**src/prime_field_251_alu_top_macros.svh**
```systemverilog
// Assertion macros for the prime field ALU.
`ifndef PRIME_FIELD_251_ALU_TOP_MACROS_SVH
`define PRIME_FIELD_251_ALU_TOP_MACROS_SVH

`ifndef SYNTHESIS

// A property that must hold at every clock edge outside reset.
`define PF_ASSERT(lbl, clk, rst_n, prop) \
  lbl: assert property (@(posedge clk) disable iff (!rst_n) (prop)) \
    else $error("prime field ALU assertion failed");

// An implication checked in the same cycle.
`define PF_ASSERT_IMPLY(lbl, clk, rst_n, ante, cons) \
  lbl: assert property (@(posedge clk) disable iff (!rst_n) (ante) |-> (cons)) \
    else $error("prime field ALU implication failed");

`else

`define PF_ASSERT(lbl, clk, rst_n, prop)
`define PF_ASSERT_IMPLY(lbl, clk, rst_n, ante, cons)

`endif

`endif

```
**src/pf251_pkg.sv**
```systemverilog
// Package with the opcodes, defaults and the inverse table function of the prime field ALU.
package pf251_pkg;

  localparam int unsigned MODULUS_DEFAULT = 251;

  typedef enum logic [1:0] {
    CMD_ADD = 2'd0,
    CMD_SUB = 2'd1,
    CMD_MUL = 2'd2,
    CMD_DIV = 2'd3
  } pf_cmd_e;

  // Smallest v in 1..m-1 with b*v == 1 modulo m, or 0 if there is none or if b is not below m.
  // The running product is kept reduced by one compare and subtract per step.
  function automatic logic [7:0] inverse_of(int unsigned m, int unsigned b);
    int unsigned acc;
    logic [7:0]  inv;
    acc = 0;
    inv = '0;
    if (b < m) begin
      for (int unsigned v = 1; v < m; v++) begin
        acc = acc + b;
        if (acc >= m) begin
          acc = acc - m;
        end
        if (acc == 1 && inv == 8'd0) begin
          inv = v[7:0];
        end
      end
    end
    return inv;
  endfunction

endpackage

```
**src/prime_field_251_alu_top.sv**
```systemverilog
// Pipelined arithmetic unit over the integers modulo MODULUS.
// Each transfer carries an opcode and two bytes; the unit reduces both bytes modulo MODULUS
// and returns their sum, difference, product or quotient modulo MODULUS. Division uses the
// inverse of the divisor from a constant table indexed by the reduced divisor; a divisor
// without an inverse (zero) gives a result of zero. The pipeline has five register stages,
// and a new item is taken in every cycle unless the pipeline is full and the output stalls:
// two stages reduce the operands by reciprocal multiplication, one forms the sum,
// difference or product, and two reduce the product. A stall at the output holds the
// pipeline only as far as bubbles cannot absorb it.
`include "prime_field_251_alu_top_macros.svh"

module prime_field_251_alu_top #(
  parameter int unsigned MODULUS = pf251_pkg::MODULUS_DEFAULT
) (
  input  logic       clk_i,
  input  logic       rst_ni,
  input  logic       in_valid_i,
  output logic       in_stall_o,
  input  logic [1:0] cmd_i,
  input  logic [7:0] operand_a_i,
  input  logic [7:0] operand_b_i,
  output logic       out_valid_o,
  input  logic       out_stall_i,
  output logic [7:0] result_o
);

  // floor(2^16 / MODULUS): the quotient estimate is exact or one too small for values
  // below 2^16, so a single compare and subtract finishes each reduction.
  localparam logic [15:0] RecipW = 16'(65536 / MODULUS);
  localparam logic [7:0]  ModW   = 8'(MODULUS);
  localparam logic [8:0]  Mod9   = 9'(MODULUS);

  logic [7:0] inv_rom [256];

  for (genvar gi = 0; gi < 256; gi++) begin : g_inv
    assign inv_rom[gi] = pf251_pkg::inverse_of(MODULUS, gi);
  end

  logic v1_q, v2_q, v3_q, v4_q, out_valid_q;
  logic rdy1, rdy2, rdy3, rdy4, rdy5;

  assign rdy5 = !out_valid_q || !out_stall_i;
  assign rdy4 = !v4_q || rdy5;
  assign rdy3 = !v3_q || rdy4;
  assign rdy2 = !v2_q || rdy3;
  assign rdy1 = !v1_q || rdy2;

  assign in_stall_o  = !rdy1;
  assign out_valid_o = out_valid_q;

  // Stage 1: quotient estimates of both operands.
  pf251_pkg::pf_cmd_e s1_cmd_q;
  logic [7:0]  s1_a_q, s1_b_q, s1_qa_q, s1_qb_q;
  logic [7:0]  s1_qa_d, s1_qb_d;
  logic [23:0] mul_a, mul_b;

  assign mul_a   = 24'(operand_a_i) * 24'(RecipW);
  assign mul_b   = 24'(operand_b_i) * 24'(RecipW);
  assign s1_qa_d = mul_a[23:16];
  assign s1_qb_d = mul_b[23:16];

  always_ff @(posedge clk_i) begin
    if (rdy1 && in_valid_i) begin
      s1_cmd_q <= pf251_pkg::pf_cmd_e'(cmd_i);
      s1_a_q   <= operand_a_i;
      s1_b_q   <= operand_b_i;
      s1_qa_q  <= s1_qa_d;
      s1_qb_q  <= s1_qb_d;
    end
  end

  // Stage 2: remainders of both operands.
  pf251_pkg::pf_cmd_e s2_cmd_q;
  logic [7:0]  s2_a_q, s2_b_q, s2_a_d, s2_b_d;
  logic [15:0] prod_qa, prod_qb, rem_a_full, rem_b_full;
  logic [8:0]  rem_a, rem_b;

  assign prod_qa    = 16'(s1_qa_q) * 16'(ModW);
  assign prod_qb    = 16'(s1_qb_q) * 16'(ModW);
  assign rem_a_full = 16'(s1_a_q) - prod_qa;
  assign rem_b_full = 16'(s1_b_q) - prod_qb;
  assign rem_a      = rem_a_full[8:0];
  assign rem_b      = rem_b_full[8:0];

  always_comb begin
    s2_a_d = (rem_a >= Mod9) ? 8'(rem_a - Mod9) : rem_a[7:0];
    s2_b_d = (rem_b >= Mod9) ? 8'(rem_b - Mod9) : rem_b[7:0];
  end

  always_ff @(posedge clk_i) begin
    if (rdy2 && v1_q) begin
      s2_cmd_q <= s1_cmd_q;
      s2_a_q   <= s2_a_d;
      s2_b_q   <= s2_b_d;
    end
  end

  // Stage 3: sum or difference, and the product with b or with the inverse of b.
  pf251_pkg::pf_cmd_e s3_cmd_q;
  logic [15:0] s3_p_q, s3_p_d;
  logic [7:0]  s3_as_q, s3_as_d, mul_rhs;
  logic [8:0]  sum9, diff9, as9;

  assign mul_rhs = (s2_cmd_q == pf251_pkg::CMD_DIV) ? inv_rom[s2_b_q] : s2_b_q;
  assign s3_p_d  = 16'(s2_a_q) * 16'(mul_rhs);
  assign sum9    = 9'(s2_a_q) + 9'(s2_b_q);
  assign diff9   = 9'(s2_a_q) + Mod9 - 9'(s2_b_q);
  assign as9     = (s2_cmd_q == pf251_pkg::CMD_SUB) ? diff9 : sum9;
  assign s3_as_d = (as9 >= Mod9) ? 8'(as9 - Mod9) : as9[7:0];

  always_ff @(posedge clk_i) begin
    if (rdy3 && v2_q) begin
      s3_cmd_q <= s2_cmd_q;
      s3_p_q   <= s3_p_d;
      s3_as_q  <= s3_as_d;
    end
  end

  // Stage 4: quotient estimate of the product.
  pf251_pkg::pf_cmd_e s4_cmd_q;
  logic [15:0] s4_p_q, s4_qp_q, s4_qp_d;
  logic [7:0]  s4_as_q;
  logic [31:0] mul_p;

  assign mul_p   = 32'(s3_p_q) * 32'(RecipW);
  assign s4_qp_d = mul_p[31:16];

  always_ff @(posedge clk_i) begin
    if (rdy4 && v3_q) begin
      s4_cmd_q <= s3_cmd_q;
      s4_p_q   <= s3_p_q;
      s4_qp_q  <= s4_qp_d;
      s4_as_q  <= s3_as_q;
    end
  end

  // Stage 5: remainder of the product and result selection.
  logic [23:0] prod_qp, rem_p_full;
  logic [8:0]  rem_p;
  logic [7:0]  prod_red, result_d, result_q;

  assign prod_qp    = 24'(s4_qp_q) * 24'(ModW);
  assign rem_p_full = 24'(s4_p_q) - prod_qp;
  assign rem_p      = rem_p_full[8:0];
  assign prod_red   = (rem_p >= Mod9) ? 8'(rem_p - Mod9) : rem_p[7:0];

  always_comb begin
    unique case (s4_cmd_q)
      pf251_pkg::CMD_ADD,
      pf251_pkg::CMD_SUB: result_d = s4_as_q;
      pf251_pkg::CMD_MUL,
      pf251_pkg::CMD_DIV: result_d = prod_red;
      default:            result_d = s4_as_q;
    endcase
  end

  always_ff @(posedge clk_i) begin
    if (rdy5 && v4_q) begin
      result_q <= result_d;
    end
  end

  assign result_o = result_q;

  always_ff @(posedge clk_i or negedge rst_ni) begin
    if (!rst_ni) begin
      v1_q        <= 1'b0;
      v2_q        <= 1'b0;
      v3_q        <= 1'b0;
      v4_q        <= 1'b0;
      out_valid_q <= 1'b0;
    end else begin
      if (rdy1) v1_q <= in_valid_i;
      if (rdy2) v2_q <= v1_q;
      if (rdy3) v3_q <= v2_q;
      if (rdy4) v4_q <= v3_q;
      if (rdy5) out_valid_q <= v4_q;
    end
  end

  logic pipe_full;

  assign pipe_full = v1_q && v2_q && v3_q && v4_q && out_valid_q && out_stall_i;

  `PF_ASSERT_IMPLY(a_result_in_field, clk_i, rst_ni, out_valid_o, result_o < ModW)
  `PF_ASSERT_IMPLY(a_operands_reduced, clk_i, rst_ni, v2_q, (s2_a_q < ModW) && (s2_b_q < ModW))
  `PF_ASSERT_IMPLY(a_stall_only_when_full, clk_i, rst_ni, in_stall_o, pipe_full)
  `PF_ASSERT(a_product_bound, clk_i, rst_ni, !v3_q || (s3_p_q <= 16'(s3_p_q[7:0]) + 16'd64770))

endmodule

```
**config.mk**
```make
export PLATFORM = sky130hd
export DESIGN_NAME = prime_field_251_alu_top
export DESIGN_NICKNAME = d
export VERILOG_FILES = /design/src/pf251_pkg.sv /design/src/prime_field_251_alu_top.sv
export VERILOG_INCLUDE_DIRS = /design/src /design/src/src
export SDC_FILE = /design/constraint.sdc
export NUM_CORES = 1
export LEC_CHECK = 0
export BUFFER_PORTS_ARGS = -buffer_cell sky130_fd_sc_hd__buf_2
export CORE_ASPECT_RATIO = 0.9
export CORE_MARGIN = 2
export CORE_UTILIZATION = 24
export CTS_CLUSTER_DIAMETER = 150
export DETAILED_ROUTE_END_ITERATION = 10
export PLACE_DENSITY = 0.41
export REMOVE_ABC_BUFFERS = 1
export SETUP_SLACK_MARGIN = 0.05
export SLEW_MARGIN = 20
export SYNTH_ARGS = -nofsm -noshare
export SYNTH_HDL_FRONTEND = slang
export SYNTH_SLANG_ARGS = --single-unit
```
**constraint.sdc**
```tcl
create_clock -name clk_i -period 12.4 [get_ports clk_i]
set_input_delay 1.86 -clock clk_i [delete_from_list [all_inputs] [get_ports clk_i]]
set_output_delay 1.86 -clock clk_i [all_outputs]
set_load 0.02 [all_outputs]
```
* After elaboration in Yosys (flattened, before gate mapping)
Memories as Yosys holds them, arrays and structs flattened. Cells that the tools add are included.
Word-level totals: flip-flop bits (word level) 105, ROM bits 2048, input bits 22, output and inout port bits 10, memories kept 1
Cells by class: add/subtract/negate cells 10, multiply operators 7, $lt $le $gt $ge 5, equal/unequal tests 5, muxes and demuxes 9, bitwise gates (word level) 1, reductions and logical operators 20
Memory list:
- (no name shown) | words 256, width 8, rd ports 1, clocked after memory_dff 0, wr ports 0, RTL line prime_field_251_alu_top.sv:104 | assign mul_rhs = (s2_cmd_q == pf251_pkg::CMD_DIV) ? inv_rom[s2_b_q] : s2_b_q;
Operator list (number):
- $mux W8 | 7
- $ge A9 B8 Y1 const B | 4
- $mul A8 B9 Y17 const B | 2
- $sub A8 B8 Y8 const B | 4
- $mul A16 B9 Y25 const B | 1
- $mul A1 B8 Y9 const B | 2
- $sub A8 B9 Y9 | 2
- $mul A8 B8 Y16 | 1
- $pmux W8 S2 | 1
- $add A8 B8 Y9 | 1
- $add A8 B8 Y9 const B | 1
- $ge A9 B9 Y1 const B | 1
- $mul A9 B8 Y9 const B | 1
- $mux W9 | 1
- $not A8 Y9 | 1
- $sub A9 B8 Y9 | 1
- $sub A9 B9 Y9 | 1
- $logic_not A1 Y1 | 7
- $eq A2 B2 Y1 const B | 3
- $logic_and A1 B1 Y1 | 5
- $logic_or A1 B1 Y1 | 5
- $eq A2 B1 Y1 const B | 2
- $reduce_or A2 Y1 | 2
- $logic_not A2 Y1 | 1

* Logic depth before layout (Yosys ltp)
depth after elaboration 7, mapped depth 29

* Least setup slack after synthesis
Ideal clock, no wire load.
path kind register to register, start point register s2_b_q[0], end point register s3_p_q[15] (data pin), library setup time 260 ps, arrival 6389 ps, required time 12140 ps, path slack 5751 ps, stages on the path, launching flop included 24, buffers on the path 2, cells stage by stage edfxtp_1 > clkbuf_1 > inv_1 > ha_1 > clkbuf_1 > nor2_1 > a21oi_1 > a21oi_1 > mux4_2 > a21o_1 > a221oi_4 > nor2_1 > fa_1 > fa_1 > fa_1 > inv_1 > fa_1 > inv_1 > ha_1 > a21o_1 > a31o_2 > a41oi_1 > a21oi_1 > xnor2_1
On the way: word-level cells in the longest chain between the ends 6
Ends and longest elaborated chain:
- start: declaration | RTL line prime_field_251_alu_top.sv:74 | logic [7:0] s2_a_q, s2_b_q, s2_a_d, s2_b_d;
- start signal: assignment | RTL line prime_field_251_alu_top.sv:94 | s2_b_q <= s2_b_d;
- $not A8 Y9 (not written as such) | RTL line prime_field_251_alu_top.sv:104
- $mem_v2 Z256 W8
- $mux W8 (not written as such) (2 in a row) | RTL line prime_field_251_alu_top.sv:104
- $mux W8 (*) | RTL line prime_field_251_alu_top.sv:104
- $mul A8 B8 Y16 (*) | RTL line prime_field_251_alu_top.sv:105 | assign s3_p_d = 16'(s2_a_q) * 16'(mul_rhs);
- named net s3_p_d[15] | RTL line prime_field_251_alu_top.sv:100 | logic [15:0] s3_p_q, s3_p_d;
- end signal: assignment | RTL line prime_field_251_alu_top.sv:114 | s3_p_q <= s3_p_d;
- end: declaration | RTL line prime_field_251_alu_top.sv:100
Mark *: on every way through the listed nets, which the timed path passes. The rest lies on a longest branch. The select of a mux whose other input is x is not followed. A chain may end at the register's enable or synchronous reset.

* Final worst setup path
Same ends and word-level chain as after synthesis.

==> metrics.txt <==
CTS H-tree depth=3; antenna cell count=0; Setup crit start kind=flop; HP Start=s3_as_q[0]$_DFFE_PP_; Final setup viols=0; Post-synth ARST share=0.04854; Initial Util=0.2439; die footprint=0.06009 mm²; clk_lat worst skew=between 0.3 and 0.4 ns; max-slew violations=0; CTS tree=built; Buffers on Ports=31; #FFs+latches synth=103; clock buffer depth=2; Reg clk slew, reported paths=0.09 ns; CP Data Arrival Time=8.28 ns; DR pass1 iterations=6; synth cell count leaders=ha_1, inv_1, nor2_1; setup TNS=0 ns; initial antenna violation count=1; Hold Buf Count CTS=0; Core Region=around 0.057 mm²; cts bufs inserted=9; R2R cell count=20; vias in the first global route=roughly 11000; P&R area growth vs syn=8.339%; number of clock sinks=between 100 and 150; worst hold path depth=0; Synth area leaders=edfxtp_1, ha_1, fa_1, inv_1, a21oi_1; Yosys cell types=79; gr ovfl total=0; final worst path period need=about 8.2 ns; Synth warnings=0; fmax=122.3 MHz; # rows=83; Post-Synth Adder-Cell Area=0.2993; final core occ=0.2642; CP required=12.51 ns; Yosys top cell area share=0.2109; DRT iter0 DRCs=902; Worst Tran Pin Value=1.045 ns; cell taking the most area after synthesis=edfxtp_1; first-pass GRT wire length=62390 µm; Post-CTS Setup Bufs=0; mux share of post-synthesis cell area=0.03443; EDFF count, synth=98; DR DRC count=0; GPL Wtd Cong=0.9053; die span in x=258.2 µm; nets@finish=1841; Crit. End Element=flop; largest net degree at the start of global routing=around 100; HPWL Detailed=~30000 µm; worst hold path class=reg -> reg; CP max FO=22; worst reg2reg path startpoint=s2_b_q[0]$_DFFE_PP_; Vias per Instance=4.926; Relative slew margins=0.3019; I/O pin count=32; skew final=0.02202 ns; total wire length=39020 µm; Crit. Startpoint=s2_b_q[0]$_DFFE_PP_; Synth Area per Inst=slightly above 9 µm²; synthesized instance count=~1500; clock root buffer=clkbuf_16; RSZ-0062 raised after global routing=no; layout cell share with drive strength beyond 1=0.06597; Mapped Area=about 0.014 mm²; count leader, synth=ha_1; CTS resizes=0; period utilization=0.6592; sequential share of the synthesized area=0.2199; WL per Instance=between 15 and 20 µm; Synth Flop Type=edfxtp_1; GRT Util Overall=0.1307; WS Path Type=reg -> reg; Post-Synth Simple-Gate Area=0.1528; vias=~11000; XOR/XNOR Fraction of Synth Area=0.04457; Max Cap Viol=0; largest family of logic cells by synthesized area=adder cells; result of the run=finished, final reports clean; Final Hold Fails=0; Detail Route Antenna Nets=0; Die Ht=around 230 µm; Compound-Gate Fraction of Synth Area=0.1744
-- path summary, 6_finish.rpt --
kind | endpoint | slack (ns)
max | s3_p_q[15]$_DFFE_PP_ | 4.23
min | s4_as_q[0]$_DFFE_PP_ | 0.42
max reg2reg | s3_p_q[15]$_DFFE_PP_ | 4.23
min reg2reg | s4_as_q[0]$_DFFE_PP_ | 0.42
max in group asynchronous | out_valid_o$_DFFE_PN0P_ | 10.98
min in group asynchronous | v1_q$_DFFE_PN0N_ | 1.29
-- area by class of cell --
| type | instances | area, µm² |
|---|---|---|
| Clock buffer | 10 | 229.0 |
| Sequential cell | 103 | 3068 |
| Inverter | 189 | 709.4 |
| Timing Repair Buffer | 43 | 245.2 |
| Multi-Input combinational cell | 1180 | 9847 |
| Tap cell | 765 | 957.2 |
| Fill cell | 6116 | 42100 |
| Clock inverter | 6 | 61.31 |
-- sequential cells by signal, indices dropped and copies added, names as in the netlist, 2 cells and up --
signal and flops:
result_o 8, s1_a_q 8, s1_b_q 8, s1_cmd_q 2
s2_a_q 8, s2_b_q 8, s2_cmd_q 2, s3_as_q 8
s3_p_q 16, s4_as_q 8, s4_p_q 9, s4_qp_q 9
-- metal layers --
metal / GRT usage / wire length (µm)
met4: 0.03811 / 940
met1: 0.1825 / 18560
met5: 0 / 7
met2: 0.2046 / 17130
met3: 0.02451 / 2379
-- critical path, stage by stage, from the launching register on --
cell,delay [ns]
edfxtp_1,0.92
inv_1,0.38
ha_1,0.67
nor2b_1,0.79
o21ai_0,0.37
o311ai_0,0.49
a21boi_0,0.16
o21ai_1,0.44
and2_1,0.23
fa_1,0.45
fa_1,0.52
fa_1,0.55
inv_1,0.05
fa_1,0.53
inv_1,0.04
ha_1,0.35
a21o_1,0.19
a31o_2,0.22
a41oi_1,0.28
a21oi_1,0.12
xnor2_1,0.14
-- through the flow --
stage | cells | instance area [µm²] | hold WS, ns | setup WS [ns]
floorplan | 1472 | 13620 | 0.4003 | 3.258
global placement | 2280 | 14830 | 0.4017 | 4.717
detailed placement | 2280 | 14830 | 0.4065 | 4.386
CTS | 2296 | 15120 | 0.4281 | 4.403
global route | 2296 | 15120 | 0.4295 | 3.748
finish | 2296 | 15120 | 0.4244 | 4.226
-- logic make-up (layout without fill, tap and decap cells) --
family,count (synthesis),after routing
AOI/OAI and AO/OA,357,357
xor gates and xnor gates,71,71
adders and majority gates,293,293
buffers and inverters,257,248
DFF,103,103
muxes,31,31
and+or+nand+nor,428,428
-- cell usage in the layout, fill, tap and decap left out, types with 9 or more instances in the layout --
cell       instances
nand2b_1          45
a211oi_1          16
mux4_2            12
o311ai_0          10
nand3_1           28
a311oi_1          10
nor4_1             9
mux2i_1           12
o21a_1            11
xnor2_1           43
fa_1              68
nor3_1            50
buf_4             12
inv_1            188
and3_1            12
a31oi_1           19
a21oi_1           96
nor2_1           103
a21o_1            22
o211ai_1          19
nor2b_1           35
nand2_1           88
and2_1            17
xor2_1            28
nand4_1            9
o21ai_0           67
ha_1             225
clkbuf_16          9
edfxtp_1          98
buf_2             31
Power is left out: the tool's default activity adds up to more than one toggle a clock period on the data nets, which glitch-free logic cannot reach.
